==> src/hdl/egcd_pkg.sv <==
// Shared types and constants for the extended GCD block.
`timescale 1ns / 1ps

package egcd_pkg;

   localparam int WORD_BITS_DEFAULT = 32;

   // Sequencer states of the top level
   typedef enum logic [2:0] {
      ST_IDLE,
      ST_CHECK,
      ST_DIV,
      ST_DONE
   } state_type;

   // Status from the serial divide/accumulate unit
   typedef struct packed {
      logic busy;
      logic done;
   } step_stat_type;

endpackage

==> src/hdl/egcd_step.sv <==
// Serial divider with two shift-add accumulators for the quotient times each coefficient.
`timescale 1ns / 1ps

module egcd_step #(
   parameter int WORD_BITS = egcd_pkg::WORD_BITS_DEFAULT
) (
   input  logic                        clock,
   input  logic                        reset,
   input  logic                        start,
   input  logic signed [WORD_BITS-1:0] dividend,
   input  logic signed [WORD_BITS-1:0] divisor,
   input  logic signed [WORD_BITS-1:0] coef_x,
   input  logic signed [WORD_BITS-1:0] coef_y,
   output logic        [WORD_BITS-1:0] rem_mag,
   output logic        [WORD_BITS-1:0] prod_x,
   output logic        [WORD_BITS-1:0] prod_y,
   output egcd_pkg::step_stat_type     stat
);

   localparam int CNT_BITS = $clog2(WORD_BITS + 1);

   logic [WORD_BITS-1:0] dvd_ff, dvd_in;
   logic [WORD_BITS-1:0] mb_ff, mb_in;
   logic [WORD_BITS-1:0] rem_ff, rem_in;
   logic [WORD_BITS-1:0] px_ff, px_in;
   logic [WORD_BITS-1:0] py_ff, py_in;
   logic [CNT_BITS-1:0]  cnt_ff, cnt_in;
   logic                 busy_ff, busy_in;
   logic                 done_ff, done_in;

   logic [WORD_BITS-1:0] shifted;
   logic                 q_bit;
   logic                 last;

   // Remainder stays below the divisor magnitude (at most 2^(W-1)), so the
   // shifted partial remainder fits in W bits.
   assign shifted = {rem_ff[WORD_BITS-2:0], dvd_ff[WORD_BITS-1]};
   assign q_bit   = (shifted >= mb_ff);
   assign last    = (cnt_ff == CNT_BITS'(1));

   always_comb begin
      dvd_in  = dvd_ff;
      mb_in   = mb_ff;
      rem_in  = rem_ff;
      px_in   = px_ff;
      py_in   = py_ff;
      cnt_in  = cnt_ff;
      busy_in = busy_ff;
      done_in = 1'b0;
      if (start) begin
         dvd_in  = dividend[WORD_BITS-1] ? (~dividend + 1'b1) : dividend;
         mb_in   = divisor[WORD_BITS-1] ? (~divisor + 1'b1) : divisor;
         rem_in  = '0;
         px_in   = '0;
         py_in   = '0;
         cnt_in  = CNT_BITS'(WORD_BITS);
         busy_in = 1'b1;
      end else if (busy_ff) begin
         dvd_in = {dvd_ff[WORD_BITS-2:0], 1'b0};
         rem_in = q_bit ? (shifted - mb_ff) : shifted;
         // Horner form: quotient bits arrive MSB first
         px_in  = {px_ff[WORD_BITS-2:0], 1'b0} + (q_bit ? coef_x : '0);
         py_in  = {py_ff[WORD_BITS-2:0], 1'b0} + (q_bit ? coef_y : '0);
         cnt_in = cnt_ff - 1'b1;
         if (last) begin
            busy_in = 1'b0;
            done_in = 1'b1;
         end
      end
   end

   always_ff @(posedge clock) begin
      dvd_ff <= dvd_in;
      mb_ff  <= mb_in;
      rem_ff <= rem_in;
      px_ff  <= px_in;
      py_ff  <= py_in;
      if (reset) begin
         cnt_ff  <= '0;
         busy_ff <= 1'b0;
         done_ff <= 1'b0;
      end else begin
         cnt_ff  <= cnt_in;
         busy_ff <= busy_in;
         done_ff <= done_in;
      end
   end

   assign rem_mag   = rem_ff;
   assign prod_x    = px_ff;
   assign prod_y    = py_ff;
   assign stat.busy = busy_ff;
   assign stat.done = done_ff;

endmodule

==> src/hdl/extended_gcd_bezout.sv <==
// Extended Euclidean algorithm: g, x, y with a*x + b*y = g, truncating division.
//
// Input channel req_ (valid/ready) carries operand_a and operand_b; result
// channel rsp_ (valid/ready) carries divisor_g, coef_x and coef_y.
// One transaction at a time: req_ready is high only while the block is idle.
// Each quotient step runs a bit-serial restoring divider, which also
// accumulates the quotient times both current coefficients; the loop test
// in the check state runs before each step. For 32-bit operands the
// number of quotient steps is at most about 48. A zero b skips the divider
// and gives (a, 1, 0) from the check state, without a quotient step.
// The result sits in output registers with rsp_valid high until taken; while
// the receiver stalls the block holds it and accepts nothing new.
// Reset (synchronous, active high) returns the sequencer to idle, clears the
// divider's counter and status and drops any transaction in flight; the datapath registers are not reset.
// Values are WORD_BITS-bit two's complement; quotients, remainders and
// coefficients wrap modulo 2^WORD_BITS.
`timescale 1ns / 1ps

module extended_gcd_bezout #(
   parameter int WORD_BITS = egcd_pkg::WORD_BITS_DEFAULT
) (
   input  logic                        clock,
   input  logic                        reset,
   input  logic                        req_valid,
   output logic                        req_ready,
   input  logic signed [WORD_BITS-1:0] req_operand_a,
   input  logic signed [WORD_BITS-1:0] req_operand_b,
   output logic                        rsp_valid,
   input  logic                        rsp_ready,
   output logic signed [WORD_BITS-1:0] rsp_divisor_g,
   output logic signed [WORD_BITS-1:0] rsp_coef_x,
   output logic signed [WORD_BITS-1:0] rsp_coef_y
);

   egcd_pkg::state_type     state_ff, state_in;
   egcd_pkg::step_stat_type stat;

   logic [WORD_BITS-1:0] r0_ff, r0_in;
   logic [WORD_BITS-1:0] r1_ff, r1_in;
   logic [WORD_BITS-1:0] x0_ff, x0_in;
   logic [WORD_BITS-1:0] x1_ff, x1_in;
   logic [WORD_BITS-1:0] y0_ff, y0_in;
   logic [WORD_BITS-1:0] y1_ff, y1_in;

   logic [WORD_BITS-1:0] rem_mag;
   logic [WORD_BITS-1:0] prod_x;
   logic [WORD_BITS-1:0] prod_y;
   logic                 step_start;
   logic                 q_neg;
   logic                 r1_zero;

   assign q_neg   = r0_ff[WORD_BITS-1] ^ r1_ff[WORD_BITS-1];
   assign r1_zero = (r1_ff == '0);

   egcd_step #(
      .WORD_BITS (WORD_BITS)
   ) u_step (
      .clock    (clock),
      .reset    (reset),
      .start    (step_start),
      .dividend (r0_ff),
      .divisor  (r1_ff),
      .coef_x   (x1_ff),
      .coef_y   (y1_ff),
      .rem_mag  (rem_mag),
      .prod_x   (prod_x),
      .prod_y   (prod_y),
      .stat     (stat)
   );

   // Next state
   always_comb begin
      state_in = state_ff;
      case (state_ff)
         egcd_pkg::ST_IDLE: begin
            if (req_valid) state_in = egcd_pkg::ST_CHECK;
         end
         egcd_pkg::ST_CHECK: begin
            state_in = r1_zero ? egcd_pkg::ST_DONE : egcd_pkg::ST_DIV;
         end
         egcd_pkg::ST_DIV: begin
            if (stat.done) state_in = egcd_pkg::ST_CHECK;
         end
         egcd_pkg::ST_DONE: begin
            if (rsp_ready) state_in = egcd_pkg::ST_IDLE;
         end
         default: state_in = egcd_pkg::ST_IDLE;
      endcase
   end

   // Outputs of the sequencer
   always_comb begin
      req_ready  = 1'b0;
      rsp_valid  = 1'b0;
      step_start = 1'b0;
      case (state_ff)
         egcd_pkg::ST_IDLE:  req_ready  = 1'b1;
         egcd_pkg::ST_CHECK: step_start = !r1_zero;
         egcd_pkg::ST_DIV:   step_start = 1'b0;
         egcd_pkg::ST_DONE:  rsp_valid  = 1'b1;
         default:            req_ready  = 1'b0;
      endcase
   end

   // Remainder pair and coefficient pairs
   always_comb begin
      r0_in = r0_ff;
      r1_in = r1_ff;
      x0_in = x0_ff;
      x1_in = x1_ff;
      y0_in = y0_ff;
      y1_in = y1_ff;
      if (req_valid && req_ready) begin
         r0_in = req_operand_a;
         r1_in = req_operand_b;
         x0_in = WORD_BITS'(1);
         x1_in = '0;
         y0_in = '0;
         y1_in = WORD_BITS'(1);
      end else if (state_ff == egcd_pkg::ST_DIV && stat.done) begin
         r0_in = r1_ff;
         // remainder takes the sign of the dividend
         r1_in = r0_ff[WORD_BITS-1] ? (~rem_mag + 1'b1) : rem_mag;
         x0_in = x1_ff;
         x1_in = q_neg ? (x0_ff + prod_x) : (x0_ff - prod_x);
         y0_in = y1_ff;
         y1_in = q_neg ? (y0_ff + prod_y) : (y0_ff - prod_y);
      end
   end

   always_ff @(posedge clock) begin
      r0_ff <= r0_in;
      r1_ff <= r1_in;
      x0_ff <= x0_in;
      x1_ff <= x1_in;
      y0_ff <= y0_in;
      y1_ff <= y1_in;
      if (reset) begin
         state_ff <= egcd_pkg::ST_IDLE;
      end else begin
         state_ff <= state_in;
      end
   end

   assign rsp_divisor_g = r0_ff;
   assign rsp_coef_x    = x0_ff;
   assign rsp_coef_y    = y0_ff;

`ifndef SYNTHESIS
   // the divider only finishes while the sequencer waits for it
   a_done_in_div: assert property (@(posedge clock) disable iff (reset)
      stat.done |-> state_ff == egcd_pkg::ST_DIV)
      else $error("divide step finished outside the divide state");

   // loop ends when the running remainder reaches zero
   a_exit_on_zero: assert property (@(posedge clock) disable iff (reset)
      (state_ff == egcd_pkg::ST_CHECK && r1_zero) |=> rsp_valid)
      else $error("zero remainder did not end the loop");

   // a stalled result keeps its value
   a_hold_result: assert property (@(posedge clock) disable iff (reset)
      (rsp_valid && !rsp_ready) |=>
         (rsp_valid && $stable(rsp_divisor_g) && $stable(rsp_coef_x)
          && $stable(rsp_coef_y)))
      else $error("stalled result changed");

   // no new transaction and no result while the unit is working
   a_busy_not_ready: assert property (@(posedge clock) disable iff (reset)
      stat.busy |-> !req_ready && !rsp_valid)
      else $error("channel active while divider busy");
`endif

endmodule
==> config.mk <==
export PLATFORM = sky130hd
export DESIGN_NAME = extended_gcd_bezout
export DESIGN_NICKNAME = d
export VERILOG_FILES = /design/src/hdl/egcd_pkg.sv /design/src/hdl/egcd_step.sv /design/src/hdl/extended_gcd_bezout.sv
export SDC_FILE = /design/constraint.sdc
export NUM_CORES = 1
export LEC_CHECK = 0
export BUFFER_PORTS_ARGS = -buffer_cell sky130_fd_sc_hd__buf_2
export CAP_MARGIN = 5
export CELL_PAD_IN_SITES_DETAIL_PLACEMENT = 0
export CELL_PAD_IN_SITES_GLOBAL_PLACEMENT = 1
export CORE_MARGIN = 2
export CORE_UTILIZATION = 34
export CTS_CLUSTER_SIZE = 16
export DETAILED_ROUTE_END_ITERATION = 12
export GPL_TIMING_DRIVEN = 0
export HOLD_SLACK_MARGIN = 0.08
export PLACE_DENSITY_LB_ADDON = 0.2
export SLEW_MARGIN = 20
export SYNTH_ARGS = -nofsm -noshare
export SYNTH_HDL_FRONTEND = slang
export SYNTH_HIERARCHICAL = 1
export SYNTH_SLANG_ARGS = --single-unit
==> constraint.sdc <==
create_clock -name clock -period 16.7 [get_ports clock]
set_input_delay 0.835 -clock clock [delete_from_list [all_inputs] [get_ports clock]]
set_output_delay 0.835 -clock clock [all_outputs]
set_load 0.1 [all_outputs]
======== After elaboration in Yosys (flattened, before gate mapping) ========
Index checks and enable logic that the tools add are counted.
storage, ports and cells
  flip-flop bits (word level) ............. 363
  input bits .............................. 68
operators by class
  add/sub/neg operators ................... 11
  order comparisons ....................... 1
  eq/ne operators ......................... 7
  multiplexer cells ....................... 28
  bitwise gates (word level) .............. 5
  reduce and logical (&&, ||, !) cells .... 10
operators with widths
  kind                   number
  $mux 32                13
  $add 32x32->32         4
  $add 32x1->32 const B  3
  $not 32->32            3
  $sub 32x32->32         3
  $ge 32x32->1           1
  $logic_not 32->1       1
  $mux 31                1
  $mux 6                 2
  $pmux 3 s4             1
  $mux 3                 3
  $mux 1                 8
  $eq 3x2->1 const B     2
  $eq 6x1->1 const B     1
  $sub 6x1->6 const B    1
  $ne 2x2->1 const B     2
  $reduce_bool 2->1      2
  $eq 3x1->1 const B     1
  $logic_not 3->1        1
  $reduce_and 3->1       1
  $reduce_or 3->1        1
  $logic_and 1x1->1      2
  $ne 2x1->1 const B     1
  $reduce_or 2->1        1
  3 further kinds        3

======== Longest topological paths before layout ========
Gate-level depths: netlist of the first run.
  depth in word-level cells ............... 5
  mapped depth ............................ 24
  gate-level depth less buffers ........... 21

======== Modules after synthesis ========
The synthesis of the first run kept the hierarchy.
by module, submodules not included
  module               instances  cells an instance  area each (sq um)  sequential area each (sq um)
  egcd_step            1          1482               12459.4            4003.8
  extended_gcd_bezout  1          1565               12409.4            4524.3

======== Worst setup path before layout of the first run ========
No wires, ideal clock.
  path kind ............................... flip-flop to flip-flop
  start ................................... reg u_step.rem_ff[6] (netlist: u_step/rem_mag[6])
  end ..................................... reg u_step.py_ff[30] (netlist: u_step/prod_y[30])
  arrival time ............................ 5356 ps
  slack ................................... 11282 ps
  cell stages (with the launch flop) ...... 22
  period minus slack after synthesis ...... 5418 ps
  path through ............................ dfxtp_1 -> ha_1 -> a2111oi_0 -> inv_1 -> o22a_1 -> a221o_1 -> a211oi_1 -> nor2_1 -> clkbuf_1 -> clkbuf_1 -> clkbuf_1 -> and2_1 -> ha_1 -> a21o_1 -> a21oi_1 -> o21bai_1 -> a2111oi_0 -> or2_2 -> o211ai_1 -> and3_1 -> or4b_2 -> nand3_1
between the ends
  word-level cells in the longest chain between the ends .. 3
ends and longest elaborated chain
  item                    RTL line         RTL
  from (decl)             egcd_step.sv:24  logic [WORD_BITS-1:0] rem_ff, rem_in;
  from (signal assigned)  egcd_step.sv:75  rem_ff <= rem_in;
  $ge 32x32->1            egcd_step.sv:38  assign q_bit = (shifted >= mb_ff);
  $mux 32                 egcd_step.sv:63  py_in = {py_ff[WORD_BITS-2:0], 1'b0} + (q_bit ? coef_y : '0);
  $add 32x32->32          egcd_step.sv:63
  to (signal assigned)    egcd_step.sv:77  py_ff <= py_in;
  to (decl)               egcd_step.sv:26  logic [WORD_BITS-1:0] py_ff, py_in;
No other way between the ends.
A chain may end at the register's enable or synchronous reset.

======== Worst setup path in the final report of the first run ========
Ends and elaborated chain as after synthesis.

==> results of run 1 <==
## power groups by stage
stage | clock (mW) | sequential (mW) | combinational [mW]
floorplan | 0 | 1.17 | 0.812
global placement | 0 | 1.15 | 1.20
detailed placement | 0 | 1.15 | 1.21
CTS | 1.06 | 1.13 | 1.22
global route | 1.09 | 1.15 | 1.34
finish | 1.04 | 1.14 | 1.23
## metrics by stage
stage,instance area [sq um],utilization,hold slack [ps]
global route,28500,0.392,467
CTS,28500,0.392,455
detailed placement,27000,0.371,462
floorplan,24900,-,436
global placement,26900,0.370,453
finish,28500,0.392,473
## layout make-up
| type | count | area, sq um | area share |
|---|---|---|---|
| Multi-Input combinational cell | 2448 | 15500 | 0.542 |
| Sequential cell | 362 | 8530 | 0.299 |
| Clock buffer | 76 | 1470 | 0.0515 |
| Tap cell | 959 | 1200 | 0.0421 |
| Timing Repair Buffer | 171 | 891 | 0.0312 |
| Buffer | 142 | 548 | 0.0192 |
| Inverter | 94 | 355 | 0.0125 |
| Clock inverter | 7 | 88.8 | 0.00311 |
## layer usage
metal  vias up  wire (um)
met5         -          0
met4         0       3610
met3       171       4720
met2       723      43100
met1     11300      41800
li1      11300          -
## how the worst max path moves through the flow
stage	slack, ps	endpoint	start
global placement	8630	u_step/dvd_ff[31]$_DFFE_PP_	r1_ff[31]$_DFFE_PP_
floorplan	11280	u_step/prod_y[30]$_SDFFE_PP0P_	u_step/rem_mag[6]$_SDFFE_PP0P_
global route	8980	u_step/prod_x[31]$_SDFFE_PP0P_	u_step/dvd_ff[31]$_DFFE_PP_
detailed placement	9410	u_step/prod_y[30]$_SDFFE_PP0P_	u_step/rem_mag[6]$_SDFFE_PP0P_
finish	9390	u_step/prod_y[30]$_SDFFE_PP0P_	u_step/rem_mag[6]$_SDFFE_PP0P_
CTS	9330	u_step/prod_y[30]$_SDFFE_PP0P_	u_step/rem_mag[6]$_SDFFE_PP0P_
## critical path, stage by stage (launching register included)
cell	delay, ps
dfxtp_1	510
ha_1	360
a2111oi_0	500
inv_1	90
o22a_1	280
a221o_1	460
a211oi_1	460
nor2_1	100
clkbuf_1	370
clkbuf_1	460
clkbuf_1	420
and2_1	280
ha_1	210
a21o_1	200
a21oi_1	230
o21bai_1	110
a2111oi_1	840
or2_2	250
o211ai_1	120
and3_1	240
or4b_2	660
nand3_1	100
## placed cells by master (no fill, tap or decap), drive strengths merged, types with 72 or more instances in the layout
| cell type | n |
|---|---|
| ha | 175 |
| xor2 | 129 |
| dfxtp | 234 |
| o21ai | 202 |
| and2 | 72 |
| nand2 | 510 |
| edfxtp | 128 |
| buf | 179 |
| a21o | 81 |
| nor2 | 213 |
| a21oi | 324 |
| xnor2 | 139 |
| clkbuf | 210 |
| inv | 95 |
## flip-flops by register name, summed over array words and instances (netlist names)
name,count
x1_ff,32
u_step/mb_ff,32
r1_ff,32
u_step/prod_x,32
u_step/prod_y,32
u_step/cnt_ff,6
y1_ff,32
state_ff,2
rsp_coef_x,32
rsp_coef_y,32
u_step/busy_ff,1
u_step/rem_mag,32
u_step/done_ff,1
rsp_divisor_g,32
u_step/dvd_ff,32
==> key figures, run 1 <==
Outcome
  – Outcome: finished clean

Power and ir drop
  – Max rail drop VDD: 0.0000667 V
  – Total chip power: 3.40 mW
  – Part of the power in registers: 0.333
  – Internal Power: 2.05 mW
  – PwrDens: 119 nW/um^2
  – Comb pwr share: 0.362
  – Sw Share: 0.398
  – Leakage: 12.1 nW
  – Clock network fraction of design power: 0.305
  – P_sw: 1.35 mW

STA
  – Final setup fails: 0
  – Worst slew pin tran: 1110 ps
  – Final Hold Viols: 0
  – Fin crit period: 7310 ps
  – Max Freq: 0.137 GHz
  – Slew HR: 0.257
  – Setup tns final: 0 ps
  – RSZ-0062 raised after global routing: no
  – Period utilisation layout: 0.438
  – Max-slew violations: 0
  – Clock Skew: 28.8 ps
  – Final worst slack: 9390 ps

Clock network
  – Post-CTS Hold Buffers: 0
  – Worst-path clk slew: 60 ps
  – Max Buffers Root-to-Sink: 3
  – H-tree depth: 2
  – Worst skew pair latency: 600 ps
  – Setup Fix Bufs, Post-CTS: 0
  – CTS tree: built
  – TritonCTS Sinks: 362
  – CTS buffer count: 46
  – PostCTS Resize Cnt: 0
  – CTS root buf: clkbuf_16

Logic synthesis
  – Synthesis Warnings: 6
  – Syn Area/Cell: 8.16 sq um
  – Synth Instances: 3046
  – Syn Nets: 3294
  – Cell area after synthesis: 24900 sq um

Setup path
  – R2r worst-path depth: 21
  – Worst R2R Setup Slack: 9390 ps
  – Setup CP Type: reg2reg
  – Crit end category: register
  – R2R Path Start: u_step/rem_mag[6]$_SDFFE_PP0P_
  – R2r endpoint: u_step/prod_y[30]$_SDFFE_PP0P_
  – WP data required: 17220 ps
  – CP Data Arrival Time: 7830 ps
  – CP max FO: 10
  – CP startpoint kind: register

Die
  – Initial core utilization: 0.342
  – DIE AREA: 75300 sq um
  – # rows: 99
  – Die Height: 274 um
  – Die Wd: 274 um
  – IO Count: 166
  – Area of the core: 72700 sq um

Placement
  – Number of port buffers: 165
  – Dpl ws: 9410 ps
  – Detail Placement HPWL: 71.4 mm
  – Final GP Congestion: 0.930
  – Placed insts: 4176

Route
  – Final wirelength: 93.2 mm
  – Vias per inst: 5.53
  – Via count: 23500
  – Routed length per placed instance: 21.9 um
  – # DRC: 0
  – Drt first pass iters: 5
  – Post-route ant nets: 0
  – Drt initial violations: 1715

GRT
  – Vias in the first global route: 22800
  – GRT met3 Usage: 0.0237
  – Largest net degree at the start of global routing: 40
  – Met1 Usage GRT: 0.319
  – First-pass GRT wire length: 138 mm
  – Grt ovf: 0
  – All-Layer GR Usage: 0.240
  – GRT met2 Usage: 0.401
  – Most Used Layer, Global Route: met2
  – Initial antenna violation count: 1

Min path
  – Worst Hold Path EP: x1_ff[7]$_SDFFE_PP0P_
  – Min-delay src: x1_ff[7]$_SDFFE_PP0P_
  – Worst hold-check path type: reg2reg
  – Worst hold stages: 2

Final layout
  – FILL cells: 7581
  – Antenna cells: 0
  – Layout cells sized above 1: 0.0848
  – Cell Count, Final, Fillers Out: 4259
  – Layout area overhead: 14.8%
  – Nets: 3513

Flow run
  – Max cap viols: 0
Power figures use the tool's default switching activity.
==> inputs of run 2 (changes only) <==
Clock period 16.7 ns to 6.1 ns, I/O delays scaled along.
==> key figures, run 2 (synthesis results as in run 1) <==
Outcome
  – Outcome: finished clean

Clock network
  – Worst skew pair latency: 600 ps (about the same)
  – CTS buffer count: 46 (unchanged)
  – CTS tree: built
  – Max Buffers Root-to-Sink: 3 (unchanged)
  – TritonCTS Sinks: 362 (unchanged)
  – CTS root buf: clkbuf_16
  – H-tree depth: 2 (unchanged)
  – Worst-path clk slew: 60 ps (about the same)

STA
  – Max-slew violations: 0 (unchanged)
  – Period utilisation layout: 0.972 (+0.534)
  – Setup tns final: 0 ps (unchanged)
  – Hold_ws: 104 ps (-369 ps)
  – Final worst slack: 168 ps (-9220 ps)
  – Final Hold Viols: 0 (unchanged)
  – Clock Skew: 25.9 ps (-2.88 ps)
  – Worst slew pin tran: 1140 ps (+21.6 ps)
  – Fin crit period: 5930 ps (-1380 ps)
  – RSZ-0062 raised after global routing: yes
  – Slew HR: 0.243 (-0.0144)
  – Final setup fails: 0 (unchanged)
  – Max Freq: 0.169 GHz (+23%)

Final layout
  – Antenna cells: 0 (unchanged)
  – Most frequent cells in the layout: nand2_1 (510), a21oi_1 (319), dfxtp_1 (233)
  – Leading cell type in the layout, fill and taps excluded: nand2_1
  – Layout area overhead: 17.5%
  – Nets: 3568 (+1.6%)
  – Core Util, Final: 0.402 (+0.00917)
  – Cell Count, Final, Fillers Out: 4314 (+1.3%)
  – Final Cell Area: 29200 sq um (+2.3%)
  – Layout cells sized above 1: 0.0924 (+0.00755)

Setup path
  – WP data required: 6620 ps (-10600 ps)
  – CP startpoint kind: register
  – CP max-delay cell: or4b_2
  – Slowest Stage Delay on Critical Path: 650 ps (-190 ps)
  – Crit end category: register
  – Setup CP Type: reg2reg
  – Top cell family by delay on the critical path: compound AO/OA/AOI/OAI gates
  – Crit-path cells: inv_1 -> ha_1 -> fa_1 -> nor2b_1 -> o31a_1 -> o22a_2 -> a221o_2 -> a211oi_4 -> nor2_1 -> buf_4 -> clkbuf_8 -> clkbuf_4 -> and2_1 -> ha_1 -> a21o_1 -> a21oi_1 -> o21bai_1 -> a2111oi_4 -> or2_2 -> o211ai_1 -> and3_1 -> or4b_2 -> nand3_1
  – Critical path's most frequent cell: ha_1
  – CP Data Arrival Time: 6450 ps (-1380 ps)
  – Critical path buffer and inverter count: 4 (unchanged)
  – CP max FO: 10 (unchanged)

Placement
  – Final GP Congestion: 0.930 (unchanged)
  – Placed insts: 4176 (unchanged)
  – Placed Area: 27000 sq um (unchanged)
  – Number of port buffers: 165 (unchanged)
  – Dpl ws: -1190 ps (-10600 ps)
  – Detail Placement HPWL: 71.4 mm (unchanged)

Route
  – Vias per inst: 5.52 (-0.11%)
  – Post-route ant nets: 0 (unchanged)
  – Drt initial violations: 1723 (+0.47%)
  – # DRC: 0 (unchanged)
  – Routed length per placed instance: 21.8 um (-0.24%)
  – Drt first pass iters: 6 (+1)
  – Via count: 23800 (+1.2%)
  – Final wirelength: 94.2 mm (+1.0%)

GRT
  – Grt ovf: 0 (unchanged)
  – Largest net degree at the start of global routing: 40 (unchanged)
  – All-Layer GR Usage: 0.242 (+0.00166)
  – First-pass GRT wire length: 139 mm (+0.77%)
  – Initial antenna violation count: 1 (unchanged)
  – Vias in the first global route: 23100 (+1.4%)

Die
  – Area of the core: 72700 sq um (unchanged)
  – Die Wd: 274 um (unchanged)
  – Die Height: 274 um (unchanged)
  – # rows: 99 (unchanged)
  – IO Count: 166 (unchanged)
  – Initial core utilization: 0.342 (unchanged)
  – DIE AREA: 75300 sq um (unchanged)

Power and ir drop
  – Max rail drop VDD: 0.000182 V (+170%)
  – Leakage: 12.3 nW (+2.3%)
  – Total chip power: 9.39 mW (+180%)
  – PwrDens: 321 nW/um^2 (+170%)

Flow run
  – Max cap viols: 0 (unchanged)

Min path
  – Worst hold-check path type: in2reg
run 2: cell types whose count changed in the layout (fill, tap and decap cells not counted), sizes merged:
cell           before  now
dlygate4sd3         0   52
clkdlybuf4s15       0    1
buf               179  184
clkbuf            210  207
run 2: timing repair:
action	CTS	global route
buffers inserted	1	3
hold buffers	52	0
pin swaps	2	4
hold endpoints to repair	54	0
endpoints found under the setup margin	51	22
gates resized for setup	22	21
run 2: per-layer routing:
| metal | vias to the layer above | part of all wire | GRT usage |
|---|---|---|---|
| li1 | 11500 | - | - |
| met1 | 11500 | 0.45 | 0.320 |
| met2 | 711 | 0.46 | 0.405 |
| met3 | 175 | 0.048 | 0.0235 |
| met4 | 0 | 0.039 | 0.0944 |
| met5 | - | 0 | 0 |
run 2: cell type report:
cell class / instances / area, sq um
clock inverter: 7 / 88.8
inverter: 94 / 355
sequential: 362 / 8530
tap: 959 / 1200
multi-input combinational: 2448 / 15500
clock buffer: 76 / 1470
timing repair buffer: 227 / 1440
fill: 7520 / 43500
buffer: 141 / 577
run 2: tightest hold or removal path: stages:
cell and delay [ps]:
buf_2 110, nor2_1 50, a21oi_1 110
run 2: final timing paths:
path	from	endpoint	slack [ps]	depth (start not counted)
setup / recovery	u_step/dvd_ff[31]$_DFFE_PP_	u_step/prod_y[30]$_SDFFE_PP0P_	170	23
hold / removal	req_operand_b[24]	r1_ff[24]$_DFFE_PP_	100	3
setup reg to reg	u_step/dvd_ff[31]$_DFFE_PP_	u_step/prod_y[30]$_SDFFE_PP0P_	170	23
hold reg to reg	x1_ff[7]$_SDFFE_PP0P_	x1_ff[7]$_SDFFE_PP0P_	470	2
run 2: power by group:
part	switching (mW)	leakage (nW)	internal, mW
Sequential	0.324	3.11	2.79
Combinational	2.25	8.47	1.19
Clock	1.16	0.759	1.68
